--- src/rtl/ring_buffer_deque_top_macros.svh ---
// Assertion macros for ring_buffer_deque_top.
// Each macro expects clk and arst_n in the scope where it is used.
`ifndef RING_BUFFER_DEQUE_TOP_MACROS_SVH
`define RING_BUFFER_DEQUE_TOP_MACROS_SVH

// Consequent must hold in the same cycle as the antecedent.
`define RBDQ_ASSERT_NOW(lbl, ante, cons) \
	lbl: assert property (@(posedge clk) disable iff (!arst_n) (ante) |-> (cons)) \
		else $error("rbdq: same-cycle check failed");

// Consequent must hold in the cycle after the antecedent.
`define RBDQ_ASSERT_NEXT(lbl, ante, cons) \
	lbl: assert property (@(posedge clk) disable iff (!arst_n) (ante) |=> (cons)) \
		else $error("rbdq: next-cycle check failed");

`endif

--- src/rtl/rbdq_pkg.sv ---
// Shared types and constants for the ring buffer deque.
// Used by rbdq_ctrl, rbdq_out and ring_buffer_deque_top.
`timescale 1ns / 1ps

package rbdq_pkg;

	localparam int CMD_W   = 3;
	localparam int VAL_W   = 32;
	localparam int OFF_W   = 4;
	localparam int ST_W    = 2;
	localparam int CNT_W   = 5;
	localparam int SEL_W   = 2;

	localparam int DEPTH_DEF  = 16;
	localparam int DATA_W_DEF = 32;

	localparam logic [CMD_W-1:0] CMD_PUSH_BACK  = 3'd0;
	localparam logic [CMD_W-1:0] CMD_PUSH_FRONT = 3'd1;
	localparam logic [CMD_W-1:0] CMD_POP_BACK   = 3'd2;
	localparam logic [CMD_W-1:0] CMD_POP_FRONT  = 3'd3;
	localparam logic [CMD_W-1:0] CMD_READ       = 3'd4;
	localparam logic [CMD_W-1:0] CMD_CLEAR      = 3'd5;

	localparam logic [ST_W-1:0] ST_OK        = 2'd0;
	localparam logic [ST_W-1:0] ST_UNDERFLOW = 2'd1;
	localparam logic [ST_W-1:0] ST_FULL      = 2'd2;
	localparam logic [ST_W-1:0] ST_RANGE     = 2'd3;

	// Source of the front or back value after a request.
	localparam logic [SEL_W-1:0] SEL_KEEP  = 2'd0;
	localparam logic [SEL_W-1:0] SEL_VALUE = 2'd1;
	localparam logic [SEL_W-1:0] SEL_MEM   = 2'd2;
	localparam logic [SEL_W-1:0] SEL_ZERO  = 2'd3;

	typedef struct packed {
		logic [ST_W-1:0]  status;
		logic [SEL_W-1:0] front_sel;
		logic [SEL_W-1:0] back_sel;
		logic             rd_hit;
		logic [CNT_W-1:0] count;
		logic             empty;
	} req_info_t;

endpackage

--- src/rtl/rbdq_mem.sv ---
// Element storage: one write port, one read port with registered data.
// No package dependency.
`timescale 1ns / 1ps

module rbdq_mem #(
	parameter int DEPTH = 16,
	parameter int DW    = 32,
	localparam int PW   = $clog2(DEPTH)
) (
	input  logic          clk,
	input  logic          wr_en,
	input  logic [PW-1:0] wr_addr,
	input  logic [DW-1:0] wr_data,
	input  logic          rd_en,
	input  logic [PW-1:0] rd_addr,
	output logic [DW-1:0] rd_data
);

	logic [DW-1:0] mem_q [DEPTH];
	logic [DW-1:0] rd_data_q;

	always_ff @(posedge clk) begin
		if (wr_en) begin
			mem_q[wr_addr] <= wr_data;
		end
	end

	always_ff @(posedge clk) begin
		if (rd_en) begin
			rd_data_q <= mem_q[rd_addr];
		end
	end

	assign rd_data = rd_data_q;

endmodule

--- src/rtl/rbdq_ctrl.sv ---
// Pointer and count state, request decode and the first pipeline register.
// Depends on rbdq_pkg; drives the ports of rbdq_mem.
`timescale 1ns / 1ps

module rbdq_ctrl import rbdq_pkg::*; #(
	parameter int DEPTH = DEPTH_DEF,
	parameter int DW    = DATA_W_DEF,
	localparam int PW   = $clog2(DEPTH)
) (
	input  logic             clk,
	input  logic             arst_n,
	input  logic             accept,
	input  logic [CMD_W-1:0] cmd,
	input  logic [DW-1:0]    value,
	input  logic [OFF_W-1:0] offset,
	output logic             wr_en,
	output logic [PW-1:0]    wr_addr,
	output logic [DW-1:0]    wr_data,
	output logic             rd_en,
	output logic [PW-1:0]    rd_addr,
	output req_info_t        info_s1,
	output logic [DW-1:0]    value_s1
);

	localparam int CW   = $clog2(DEPTH + 1);
	localparam int CMPW = (CW > OFF_W) ? CW : OFF_W;
	localparam int SW   = ((PW > OFF_W) ? PW : OFF_W) + 1;

	logic [PW-1:0] head_q, tail_q;
	logic [CW-1:0] fill_q;

	logic [PW-1:0] head_nx, tail_nx;
	logic [CW-1:0] fill_nx;
	logic [PW-1:0] head_inc, head_dec, tail_inc, tail_dec, tail_dec2;
	logic [SW-1:0] off_sum;
	logic [PW-1:0] off_addr;
	logic          full, empty, single;
	req_info_t     info;

	function automatic logic [PW-1:0] wrap_inc(input logic [PW-1:0] p);
		return (p == PW'(DEPTH - 1)) ? '0 : p + 1'b1;
	endfunction

	function automatic logic [PW-1:0] wrap_dec(input logic [PW-1:0] p);
		return (p == '0) ? PW'(DEPTH - 1) : p - 1'b1;
	endfunction

	assign head_inc  = wrap_inc(head_q);
	assign head_dec  = wrap_dec(head_q);
	assign tail_inc  = wrap_inc(tail_q);
	assign tail_dec  = wrap_dec(tail_q);
	assign tail_dec2 = wrap_dec(tail_dec);

	assign full   = (fill_q == CW'(DEPTH));
	assign empty  = (fill_q == '0);
	assign single = (fill_q == CW'(1));

	assign off_sum  = SW'(head_q) + SW'(offset);
	assign off_addr = (off_sum >= SW'(DEPTH)) ? PW'(off_sum - SW'(DEPTH)) : PW'(off_sum);

	assign wr_data = value;

	always_comb begin
		head_nx        = head_q;
		tail_nx        = tail_q;
		fill_nx        = fill_q;
		wr_en          = 1'b0;
		wr_addr        = tail_q;
		rd_en          = 1'b0;
		rd_addr        = head_inc;
		info.status    = ST_OK;
		info.front_sel = SEL_KEEP;
		info.back_sel  = SEL_KEEP;
		info.rd_hit    = 1'b0;
		unique case (cmd)
			CMD_PUSH_BACK: begin
				if (full) begin
					info.status = ST_FULL;
				end else begin
					wr_en          = accept;
					wr_addr        = tail_q;
					tail_nx        = tail_inc;
					fill_nx        = fill_q + 1'b1;
					info.back_sel  = SEL_VALUE;
					info.front_sel = empty ? SEL_VALUE : SEL_KEEP;
				end
			end
			CMD_PUSH_FRONT: begin
				if (full) begin
					info.status = ST_FULL;
				end else begin
					wr_en          = accept;
					wr_addr        = head_dec;
					head_nx        = head_dec;
					fill_nx        = fill_q + 1'b1;
					info.front_sel = SEL_VALUE;
					info.back_sel  = empty ? SEL_VALUE : SEL_KEEP;
				end
			end
			CMD_POP_BACK: begin
				if (empty) begin
					info.status = ST_UNDERFLOW;
				end else begin
					tail_nx = tail_dec;
					fill_nx = fill_q - 1'b1;
					if (!single) begin
						rd_en         = accept;
						rd_addr       = tail_dec2;
						info.back_sel = SEL_MEM;
					end
				end
			end
			CMD_POP_FRONT: begin
				if (empty) begin
					info.status = ST_UNDERFLOW;
				end else begin
					head_nx = head_inc;
					fill_nx = fill_q - 1'b1;
					if (!single) begin
						rd_en          = accept;
						rd_addr        = head_inc;
						info.front_sel = SEL_MEM;
					end
				end
			end
			CMD_READ: begin
				if (CMPW'(offset) >= CMPW'(fill_q)) begin
					info.status = ST_RANGE;
				end else begin
					rd_en       = accept;
					rd_addr     = off_addr;
					info.rd_hit = 1'b1;
				end
			end
			CMD_CLEAR: begin
				head_nx = '0;
				tail_nx = '0;
				fill_nx = '0;
			end
			default: begin
			end
		endcase
		// empty after the request: report zero at both ends
		if (fill_nx == '0) begin
			info.front_sel = SEL_ZERO;
			info.back_sel  = SEL_ZERO;
		end
		info.count = CNT_W'(fill_nx);
		info.empty = (fill_nx == '0);
	end

	always_ff @(posedge clk or negedge arst_n) begin
		if (!arst_n) begin
			head_q <= '0;
			tail_q <= '0;
			fill_q <= '0;
		end else if (accept) begin
			head_q <= head_nx;
			tail_q <= tail_nx;
			fill_q <= fill_nx;
		end
	end

	always_ff @(posedge clk) begin
		if (accept) begin
			info_s1  <= info;
			value_s1 <= value;
		end
	end

endmodule

--- src/rtl/rbdq_out.sv ---
// Result stage: resolves front/back/read values and holds the result register.
// Depends on rbdq_pkg; takes stage-one data from rbdq_ctrl and rbdq_mem.
`timescale 1ns / 1ps

module rbdq_out import rbdq_pkg::*; #(
	parameter int DW = DATA_W_DEF
) (
	input  logic                    clk,
	input  logic                    load,
	input  req_info_t               info_s1,
	input  logic [DW-1:0]           value_s1,
	input  logic [DW-1:0]           mem_data,
	output logic [ST_W-1:0]         status,
	output logic signed [VAL_W-1:0] read_data,
	output logic signed [VAL_W-1:0] front_data,
	output logic signed [VAL_W-1:0] back_data,
	output logic [CNT_W-1:0]        count,
	output logic                    is_empty
);

	logic [DW-1:0]    front_q, back_q;
	logic [DW-1:0]    front_res, back_res, rd_res;
	logic [ST_W-1:0]  status_q;
	logic [DW-1:0]    rd_q;
	logic [CNT_W-1:0] count_q;
	logic             empty_q;

	function automatic logic [DW-1:0] pick(input logic [SEL_W-1:0] sel,
		input logic [DW-1:0] kept, input logic [DW-1:0] val, input logic [DW-1:0] mem);
		logic [DW-1:0] r;
		unique case (sel)
			SEL_KEEP:  r = kept;
			SEL_VALUE: r = val;
			SEL_MEM:   r = mem;
			default:   r = '0;
		endcase
		return r;
	endfunction

	assign front_res = pick(info_s1.front_sel, front_q, value_s1, mem_data);
	assign back_res  = pick(info_s1.back_sel, back_q, value_s1, mem_data);
	assign rd_res    = info_s1.rd_hit ? mem_data : '0;

	always_ff @(posedge clk) begin
		if (load) begin
			front_q  <= front_res;
			back_q   <= back_res;
			rd_q     <= rd_res;
			status_q <= info_s1.status;
			count_q  <= info_s1.count;
			empty_q  <= info_s1.empty;
		end
	end

	assign status     = status_q;
	assign read_data  = VAL_W'(rd_q);
	assign front_data = VAL_W'(front_q);
	assign back_data  = VAL_W'(back_q);
	assign count      = count_q;
	assign is_empty   = empty_q;

endmodule

--- src/rtl/ring_buffer_deque_top.sv ---
// Ring buffer deque: takes one request per cycle. A request accepted at one clock
// edge is held in the request register, with its element read landing at the same
// edge; the result register loads from it once the output can advance, then res_valid
// rises. Full throughput holds as long as the result side does not stall.
`timescale 1ns / 1ps

module ring_buffer_deque_top import rbdq_pkg::*; #(
	parameter int DEPTH      = DEPTH_DEF,
	parameter int DATA_WIDTH = DATA_W_DEF
) (
	input  logic                    clk,
	input  logic                    arst_n,
	input  logic                    cmd_valid,
	output logic                    cmd_stall,
	input  logic [CMD_W-1:0]        cmd,
	input  logic signed [VAL_W-1:0] value,
	input  logic [OFF_W-1:0]        offset,
	output logic                    res_valid,
	input  logic                    res_stall,
	output logic [ST_W-1:0]         status,
	output logic signed [VAL_W-1:0] read_data,
	output logic signed [VAL_W-1:0] front_data,
	output logic signed [VAL_W-1:0] back_data,
	output logic [CNT_W-1:0]        count,
	output logic                    is_empty
);

`include "ring_buffer_deque_top_macros.svh"

	localparam int PW = $clog2(DEPTH);

	logic                  s1_valid_q, out_valid_q;
	logic                  out_adv, accept, s1_move;
	logic                  wr_en, rd_en;
	logic [PW-1:0]         wr_addr, rd_addr;
	logic [DATA_WIDTH-1:0] wr_data, mem_data, value_dw, value_s1;
	req_info_t             info_s1;

	assign value_dw  = DATA_WIDTH'($unsigned(value));
	assign out_adv   = !out_valid_q || !res_stall;
	assign cmd_stall = s1_valid_q && !out_adv;
	assign accept    = cmd_valid && !cmd_stall;
	assign s1_move   = s1_valid_q && out_adv;
	assign res_valid = out_valid_q;

	always_ff @(posedge clk or negedge arst_n) begin
		if (!arst_n) begin
			s1_valid_q  <= 1'b0;
			out_valid_q <= 1'b0;
		end else begin
			if (accept) begin
				s1_valid_q <= 1'b1;
			end else if (s1_move) begin
				s1_valid_q <= 1'b0;
			end
			if (s1_move) begin
				out_valid_q <= 1'b1;
			end else if (out_adv) begin
				out_valid_q <= 1'b0;
			end
		end
	end

	rbdq_ctrl #(
		.DEPTH(DEPTH),
		.DW   (DATA_WIDTH)
	) u_ctrl (
		.clk     (clk),
		.arst_n  (arst_n),
		.accept  (accept),
		.cmd     (cmd),
		.value   (value_dw),
		.offset  (offset),
		.wr_en   (wr_en),
		.wr_addr (wr_addr),
		.wr_data (wr_data),
		.rd_en   (rd_en),
		.rd_addr (rd_addr),
		.info_s1 (info_s1),
		.value_s1(value_s1)
	);

	rbdq_mem #(
		.DEPTH(DEPTH),
		.DW   (DATA_WIDTH)
	) u_mem (
		.clk    (clk),
		.wr_en  (wr_en),
		.wr_addr(wr_addr),
		.wr_data(wr_data),
		.rd_en  (rd_en),
		.rd_addr(rd_addr),
		.rd_data(mem_data)
	);

	rbdq_out #(
		.DW(DATA_WIDTH)
	) u_out (
		.clk       (clk),
		.load      (s1_move),
		.info_s1   (info_s1),
		.value_s1  (value_s1),
		.mem_data  (mem_data),
		.status    (status),
		.read_data (read_data),
		.front_data(front_data),
		.back_data (back_data),
		.count     (count),
		.is_empty  (is_empty)
	);

	`RBDQ_ASSERT_NOW(a_stall_only_when_full, cmd_stall, s1_valid_q && out_valid_q && res_stall)
	`RBDQ_ASSERT_NEXT(a_accept_fills_s1, accept, s1_valid_q)
	`RBDQ_ASSERT_NEXT(a_move_fills_out, s1_move, out_valid_q)
	`RBDQ_ASSERT_NOW(a_underflow_empty, out_valid_q && status == ST_UNDERFLOW, is_empty)

endmodule
--- config.mk ---
export PLATFORM = sky130hd
export DESIGN_NAME = ring_buffer_deque_top
export DESIGN_NICKNAME = d
export VERILOG_FILES = /design/src/rtl/rbdq_pkg.sv /design/src/rtl/rbdq_mem.sv /design/src/rtl/rbdq_ctrl.sv /design/src/rtl/rbdq_out.sv /design/src/rtl/ring_buffer_deque_top.sv
export VERILOG_INCLUDE_DIRS = /design/src /design/src/rtl
export SDC_FILE = /design/constraint.sdc
export NUM_CORES = 1
export LEC_CHECK = 0
export BUFFER_PORTS_ARGS = -buffer_cell sky130_fd_sc_hd__buf_2
export CAP_MARGIN = 20
export CORE_ASPECT_RATIO = 1.4
export CORE_UTILIZATION = 29
export DETAILED_ROUTE_END_ITERATION = 10
export PLACE_DENSITY = 0.43
export SYNTH_ARGS = -nofsm -noshare
export SYNTH_HDL_FRONTEND = slang
export SYNTH_SLANG_ARGS = --single-unit
--- constraint.sdc ---
create_clock -name clk -period 3.55 [get_ports clk]
set_clock_uncertainty 0.15 [all_clocks]
set_input_delay 0.1775 -clock clk [delete_from_list [all_inputs] [get_ports clk]]
set_output_delay 0.1775 -clock clk [all_outputs]
set_load 0.01 [all_outputs]
### Yosys cells after proc, flatten, opt, wreduce, memory -nomap -nowiden

Memories as Yosys holds them, arrays and structs flattened. A register that Yosys moved wholly into a read port is not among the register bits.
Cells that the tools add are included.

* register bits after elaboration: 164
* bits in writable memories: 512
* output and inout bits: 106
* word-level logic and storage cells: 121
* memories: 1

* add/subtract/negate cells: 9
* magnitude comparators: 2
* equal/unequal tests: 17
* mux-type cells: 46
* bitwise gates (word level): 2
* reduce and logical (&&, ||, !) cells: 26

Memories
* u_mem.mem_q: words 16, bits a word 32, rd ports 1, clocked after Yosys merged registers in 1, wr ports 1, RTL line rbdq_mem.sv:19 `logic [DW-1:0] mem_q [DEPTH];`

Operators by type and width (count)
* $pmux 32 s3: 2
* $mux 4: 16
* $pmux 4 s3: 2
* $pmux 2 s3: 3
* $sub 4x1->4 const B: 4
* $pmux 5 s3: 1
* $mux 1: 13
* $logic_not 4->1: 3
* $logic_not 5->1: 2
* $mux 5: 2
* $add 4x1->4 const B: 2
* $eq 4x4->1 const B: 2
* $mux 2: 4
* $ne 2x2->1 const B: 4
* $pmux 4 s2: 1
* $reduce_and 4->1: 2
* $eq 3x2->1 const B: 2
* $eq 3x3->1 const B: 2
* $reduce_bool 3->1: 2
* $add 4x4->5: 1
* $add 5x1->5 const B: 1
* $eq 5x1->1 const B: 1
* $eq 5x5->1 const B: 1
* $ge 4x5->1: 1
* 16 further kinds: 28

### Depth between registers and ports, before layout

* depth after elaboration: 10
* mapped depth: 17
* mapped depth without buffers: 12

### Modules after synthesis

Synthesis repeated with hierarchy kept, for this count alone.

* cells, all modules: 1453
* area total of the unflattened synthesis: 28233.3 sq um

By module, submodules not included
* rbdq_mem: instances 1, cells each 838, area an instance 20155.6 sq um, seq. area each 16335.7 sq um
* rbdq_out: instances 1, cells each 297, area an instance 4479.3 sq um, seq. area each 3123.0 sq um
* rbdq_ctrl: instances 1, cells each 310, area an instance 3505.9 sq um, seq. area each 1676.6 sq um
* ring_buffer_deque_top: instances 1, cells each 8, area an instance 92.6 sq um, seq. area each 50.0 sq um

### Worst setup path after synthesis

No wires, ideal clock.

* kind: register -> register
* from: register u_ctrl.fill_q[0]
* to: memory u_mem.mem_q[7][0], enable pin
* library setup time: 0.421 ns
* data arrival time: 3.213 ns
* setup slack: -0.234 ns
* cell stages (with the launch flop): 10
* clock period less this slack: 3.784 ns
* cells stage by stage: dfrtp_1 > inv_1 > ha_1 > nor3b_2 > a21boi_1 > nand2_1 > a21oi_1 > a21o_1 > nand2_1 > nor2_1

* cells in the longest elaborated chain, start to end: 5
* elaborated cells on any way between the ends: 7
* classes of those cells: eq/ne (1); mux (6)

Ends and longest elaborated chain
* start, declared: RTL line rbdq_ctrl.sv:30 `logic [CW-1:0] fill_q;`
* start signal, assigned: RTL line rbdq_ctrl.sv:160 `fill_q <= fill_nx;`
* $eq 5x5->1 (*): RTL line rbdq_ctrl.sv:54 `assign full = (fill_q == CW'(DEPTH));`
* $mux 1: RTL line rbdq_ctrl.sv:77, rbdq_ctrl.sv:89
* $mux 1
* $mux 1: RTL line rbdq_mem.sv:23 `if (wr_en) begin`
* $mux 1 (not written as such): RTL line rbdq_mem.sv:24 `mem_q[wr_addr] <= wr_data;`
* end, declared: RTL line rbdq_mem.sv:19

Every way passes the cells marked *; elsewhere a longest branch is shown, timed or not.

### Final worst setup path

* from: register u_ctrl.fill_q[0]
* to: memory u_mem.mem_q[11][15], enable pin

Same word-level chain as after synthesis.

==> flow_results.xml <==
<?xml version="1.0" encoding="UTF-8"?>
<metrics>
  <group name="place">
    <metric name="place_congestion" unit="">0.7909</metric>
    <metric name="dp.cells" unit="">3428</metric>
    <metric name="hpwl" unit="um">51770</metric>
    <metric name="dpl_cell_area" unit="um^2">31940</metric>
    <metric name="pre_cts_ws" unit="ns">0.08979</metric>
    <metric name="io_buffer_count" unit="">148</metric>
  </group>
  <group name="global_route">
    <metric name="grt_first_pass_wirelength" unit="um">122300</metric>
    <metric name="maximum_number_of_pins_on_one_net_before_global_route_repair" unit="">60</metric>
    <metric name="number_of_global_route_vias_before_repair" unit="">17870</metric>
    <metric name="grt.total_usage" unit="">0.1663</metric>
    <metric name="overflow" unit="">0</metric>
    <metric name="grt_antenna_before_repair" unit="">7</metric>
  </group>
  <group name="job">
    <metric name="maxCapViolations" unit="">0</metric>
  </group>
  <group name="worst_setup_path">
    <metric name="highest_cell_delay_on_the_worst_timing_path" unit="ns">0.51</metric>
    <metric name="cp_data_required_time" unit="ns">3.71</metric>
    <metric name="critical_path.reg2reg.startpoint" unit="">u_ctrl.fill_q[0]</metric>
    <metric name="critical_path.top_delay_family" unit="">simple AND/OR/NAND/NOR gates</metric>
    <metric name="timing.setup.critical_path_class" unit="">register to register</metric>
    <metric name="critical_path.n_buffers_inverters" unit="">3</metric>
    <metric name="crit_arrival" unit="ns">3.57</metric>
    <metric name="critPathMostFrequentCell" unit="">sky130_fd_sc_hd__nand2_1</metric>
    <metric name="crit_path_top_delay_cell" unit="">sky130_fd_sc_hd__dfrtp_1</metric>
    <metric name="critical_path_cell_by_cell" unit="">inv_1 -&gt; ha_1 -&gt; nor3b_2 -&gt; buf_4 -&gt; nand2_1 -&gt; nand2_1 -&gt; nor3_1 -&gt; nand2_1 -&gt; nor2_4 -&gt; buf_12</metric>
    <metric name="worst_setup_path_startpoint" unit="">u_ctrl.fill_q[0]</metric>
    <metric name="worstSetupStartpointType" unit="">register</metric>
    <metric name="timing.critical_path.fanout_max" unit="">18</metric>
    <metric name="critical_path.endpoint_type" unit="">register</metric>
  </group>
  <group name="yosys">
    <metric name="synth-warning-count" unit="">0</metric>
    <metric name="synth_adder_area_share" unit="">0.01077</metric>
    <metric name="main_combinational_cell_family_by_area_after_synthesis" unit="">simple AND/OR/NAND/NOR gates</metric>
    <metric name="synth.top_cell.area_share" unit="">0.7281</metric>
    <metric name="postSynthRegisterBits" unit="">708</metric>
    <metric name="synth_area" unit="um^2">28580</metric>
    <metric name="share_of_the_synthesized_netlist_area_taken_by_xor_and_xnor_gates" unit="">0.002758</metric>
    <metric name="netlist_top_cells_area" unit="">sky130_fd_sc_hd__edfxtp_1 (73%), sky130_fd_sc_hd__nand2_1 (4.8%), sky130_fd_sc_hd__mux2i_1 (2.2%)</metric>
    <metric name="postSynthAreaPerCell" unit="um^2">14.38</metric>
    <metric name="synth.yosys.seq_area_share" unit="">0.7412</metric>
    <metric name="synthSimpleGateAreaFrac" unit="">0.1042</metric>
    <metric name="synthDominantAreaCellType" unit="">sky130_fd_sc_hd__edfxtp_1</metric>
    <metric name="synth.distinct_cells" unit="">66</metric>
    <metric name="synthesized_area_fraction_occupied_by_ao_oa_aoi_and_oai_cells" unit="">0.09106</metric>
    <metric name="ys_dominant_reg_cell" unit="">sky130_fd_sc_hd__edfxtp_1</metric>
    <metric name="synth_enable_flop_cells" unit="">693</metric>
    <metric name="most_instantiated_library_cell_after_synthesis" unit="">sky130_fd_sc_hd__edfxtp_1</metric>
    <metric name="netlist_instances" unit="">1988</metric>
    <metric name="synth_mux_area_frac" unit="">0.02561</metric>
    <metric name="synth_async_sr_flop_share" unit="">0.02119</metric>
    <metric name="synthesis.nets" unit="">2055</metric>
    <metric name="yosys-top-cells-count" unit="">sky130_fd_sc_hd__edfxtp_1 (693), sky130_fd_sc_hd__nand2_1 (367), sky130_fd_sc_hd__a21oi_1 (112), sky130_fd_sc_hd__nand3_1 (100), sky130_fd_sc_hd__nor2b_1 (72)</metric>
  </group>
  <group name="floorplan">
    <metric name="die_area" unit="um^2">99830</metric>
    <metric name="placementRows" unit="">135</metric>
    <metric name="die_width" unit="um">267.3</metric>
    <metric name="floorplan.initialDensity" unit="">0.2943</metric>
    <metric name="floorplan.core_area" unit="um^2">97120</metric>
    <metric name="die_h" unit="um">373.5</metric>
    <metric name="io_pins" unit="">149</metric>
  </group>
  <group name="detailed_routing">
    <metric name="avg_vias_per_cell" unit="">4.870</metric>
    <metric name="drtIter0Drc" unit="">1126</metric>
    <metric name="route.final.wire_length" unit="um">82990</metric>
    <metric name="post_dr_wirelength_cell" unit="um">22.98</metric>
    <metric name="dr.pass1.iters" unit="">5</metric>
    <metric name="drc" unit="">0</metric>
    <metric name="detail-route-antenna-nets" unit="">0</metric>
    <metric name="route.vias.total" unit="">17590</metric>
  </group>
  <group name="power">
    <metric name="power" unit="mW">28.33</metric>
    <metric name="leakage" unit="nW">12.05</metric>
    <metric name="vdd_drop_max" unit="mV">0.3963</metric>
    <metric name="power.density" unit="nW/um^2">814.9</metric>
  </group>
  <group name="outcome">
    <metric name="outcome" unit="">completed</metric>
  </group>
  <group name="clocking">
    <metric name="tritoncts" unit="">built</metric>
    <metric name="numCtsBuffers" unit="">72</metric>
    <metric name="clk_pin_slew" unit="ns">0.06</metric>
    <metric name="cts.sink_count" unit="">708</metric>
    <metric name="clock_path_buffers" unit="">3</metric>
    <metric name="worstSkewPairLatency" unit="ns">0.64</metric>
    <metric name="cts.htree.levels" unit="">3</metric>
    <metric name="ctsRootBufferMaster" unit="">sky130_fd_sc_hd__clkbuf_16</metric>
  </group>
  <group name="sta">
    <metric name="hold-worst-slack" unit="ns">0.2152</metric>
    <metric name="timing.final.crit_period" unit="ns">3.412</metric>
    <metric name="hold_viol" unit="">0</metric>
    <metric name="slew-limit-headroom" unit="">0.3481</metric>
    <metric name="final_critical_path_setup_slack" unit="ns">0.1375</metric>
    <metric name="period_share" unit="">0.9613</metric>
    <metric name="finalSetupViolCount" unit="">0</metric>
    <metric name="max_slew.worst_pin.slew" unit="ns">0.9756</metric>
    <metric name="finalMaxSlewViolations" unit="">0</metric>
    <metric name="maxClockFrequency" unit="MHz">293.0</metric>
    <metric name="setup_total_negative_slack" unit="ns">0</metric>
  </group>
  <group name="cells_and_area">
    <metric name="drive_above_1_share" unit="">0.1816</metric>
    <metric name="seqCellArea" unit="um^2">21190</metric>
    <metric name="final_net_count" unit="">2316</metric>
    <metric name="final.fill_count" unit="">9278</metric>
    <metric name="final_design_area_excluding_fillers" unit="um^2">34770</metric>
    <metric name="areaGrowthSynthToFinish" unit="%">21.64</metric>
    <metric name="instances_no_fill" unit="">3611</metric>
    <metric name="final_util" unit="">0.3580</metric>
    <metric name="multi_input_area" unit="um^2">6895</metric>
  </group>
  <group name="hold_path">
    <metric name="hold_class" unit="">input port to register</metric>
    <metric name="worstHoldStart" unit="">res_stall</metric>
  </group>
</metrics>
worst reg2reg max path: stages (launching register included):
cell	delay (ns)
sky130_fd_sc_hd__dfrtp_1	0.51
sky130_fd_sc_hd__inv_1	0.10
sky130_fd_sc_hd__ha_1	0.23
sky130_fd_sc_hd__nor3b_2	0.17
sky130_fd_sc_hd__buf_4	0.17
sky130_fd_sc_hd__nand2_1	0.09
sky130_fd_sc_hd__nand2_1	0.16
sky130_fd_sc_hd__nor3_1	0.45
sky130_fd_sc_hd__nand2_1	0.37
sky130_fd_sc_hd__nor2_4	0.41
sky130_fd_sc_hd__buf_12	0.26
placed cells by master, fill, tap and decap left out, drive strengths merged, types with 28 or more instances in the layout:
cell | Yosys | layout
a31oi | 36 | 36
a221o | 28 | 28
edfxtp | 693 | 693
o21ai | 32 | 32
mux2i | 63 | 63
a32oi | 29 | 29
buf | 77 | 273
a21oi | 112 | 112
nand3 | 100 | 100
nor2b | 72 | 72
clkinv | 1 | 28
a22oi | 67 | 67
nor2 | 37 | 37
clkbuf | 49 | 87
nand2 | 368 | 368
inv | 23 | 31
a221oi | 32 | 32
dlygate4sd3 | 0 | 40
and2 | 32 | 32
state kept, by name, summed over array words and instances (netlist names):
register and flops:
u_mem.mem_q 512, u_ctrl.value_s1 32, u_mem.rd_data 32, u_out.back_data 32
u_out.front_data 32, u_out.read_data 32, u_ctrl.info_s1 13, u_ctrl.fill_q 5
u_out.count 5, u_ctrl.head_q 4, u_ctrl.tail_q 4, u_out.status 2
res_valid 1, s1_valid_q 1, u_out.is_empty 1
power breakdown:
| part | internal, mW | total, mW | switching (mW) |
|---|---|---|---|
| Combinational | 3.91 | 10.3 | 6.35 |
| Clock | 4.33 | 7.62 | 3.28 |
| Sequential | 10.1 | 10.5 | 0.395 |
area by class of cell:
cell class              instances  share of cell area
well taps                    1301             0.04682
clock inverters                45             0.01310
inverters                      24            0.002591
multi-input cells            1130              0.1983
diodes                          3           0.0002159
repair buffers                313             0.07551
clock buffers                  87             0.05406
flip-flops and latches        708              0.6094
final timing paths:
check / to / slack, ns / depth (start not counted)
max in group asynchronous: u_ctrl.head_q[0] / 2.10 / 3
worst min-delay path: res_valid / 0.22 / 4
worst max-delay path: u_mem.mem_q[11][15] / 0.14 / 10
min in group asynchronous: u_ctrl.fill_q[0] / 0.60 / 3
worst min register to register: u_out.is_empty / 0.27 / 0
worst max register to register: u_mem.mem_q[11][15] / 0.14 / 10
cell families after synthesis:
group	after synthesis
AOI/OAI and AO/OA	374
xor gates and xnor gates	9
adders and majority gates	24
buffers and inverters	150
DFF	708
muxes	71
and+or+nand+nor	652
per-layer routing:
layer	routed length, um	vias to the layer above	GRT usage
met5	59	-	0
met1	36010	8947	0.2129
met2	41790	448	0.2898
met3	3391	101	0.02333
li1	-	8082	-
met4	1741	8	0.04750
what timing repair did:
item | in CTS | in global routing
endpoints found under the hold margin | 566 | 0
gates resized for setup | 0 | 1
setup endpoints to repair | 0 | 11
hold buffers | 40 | 0
buffers inserted | 0 | 7
Note: power is estimated with default switching activity, not from simulation.
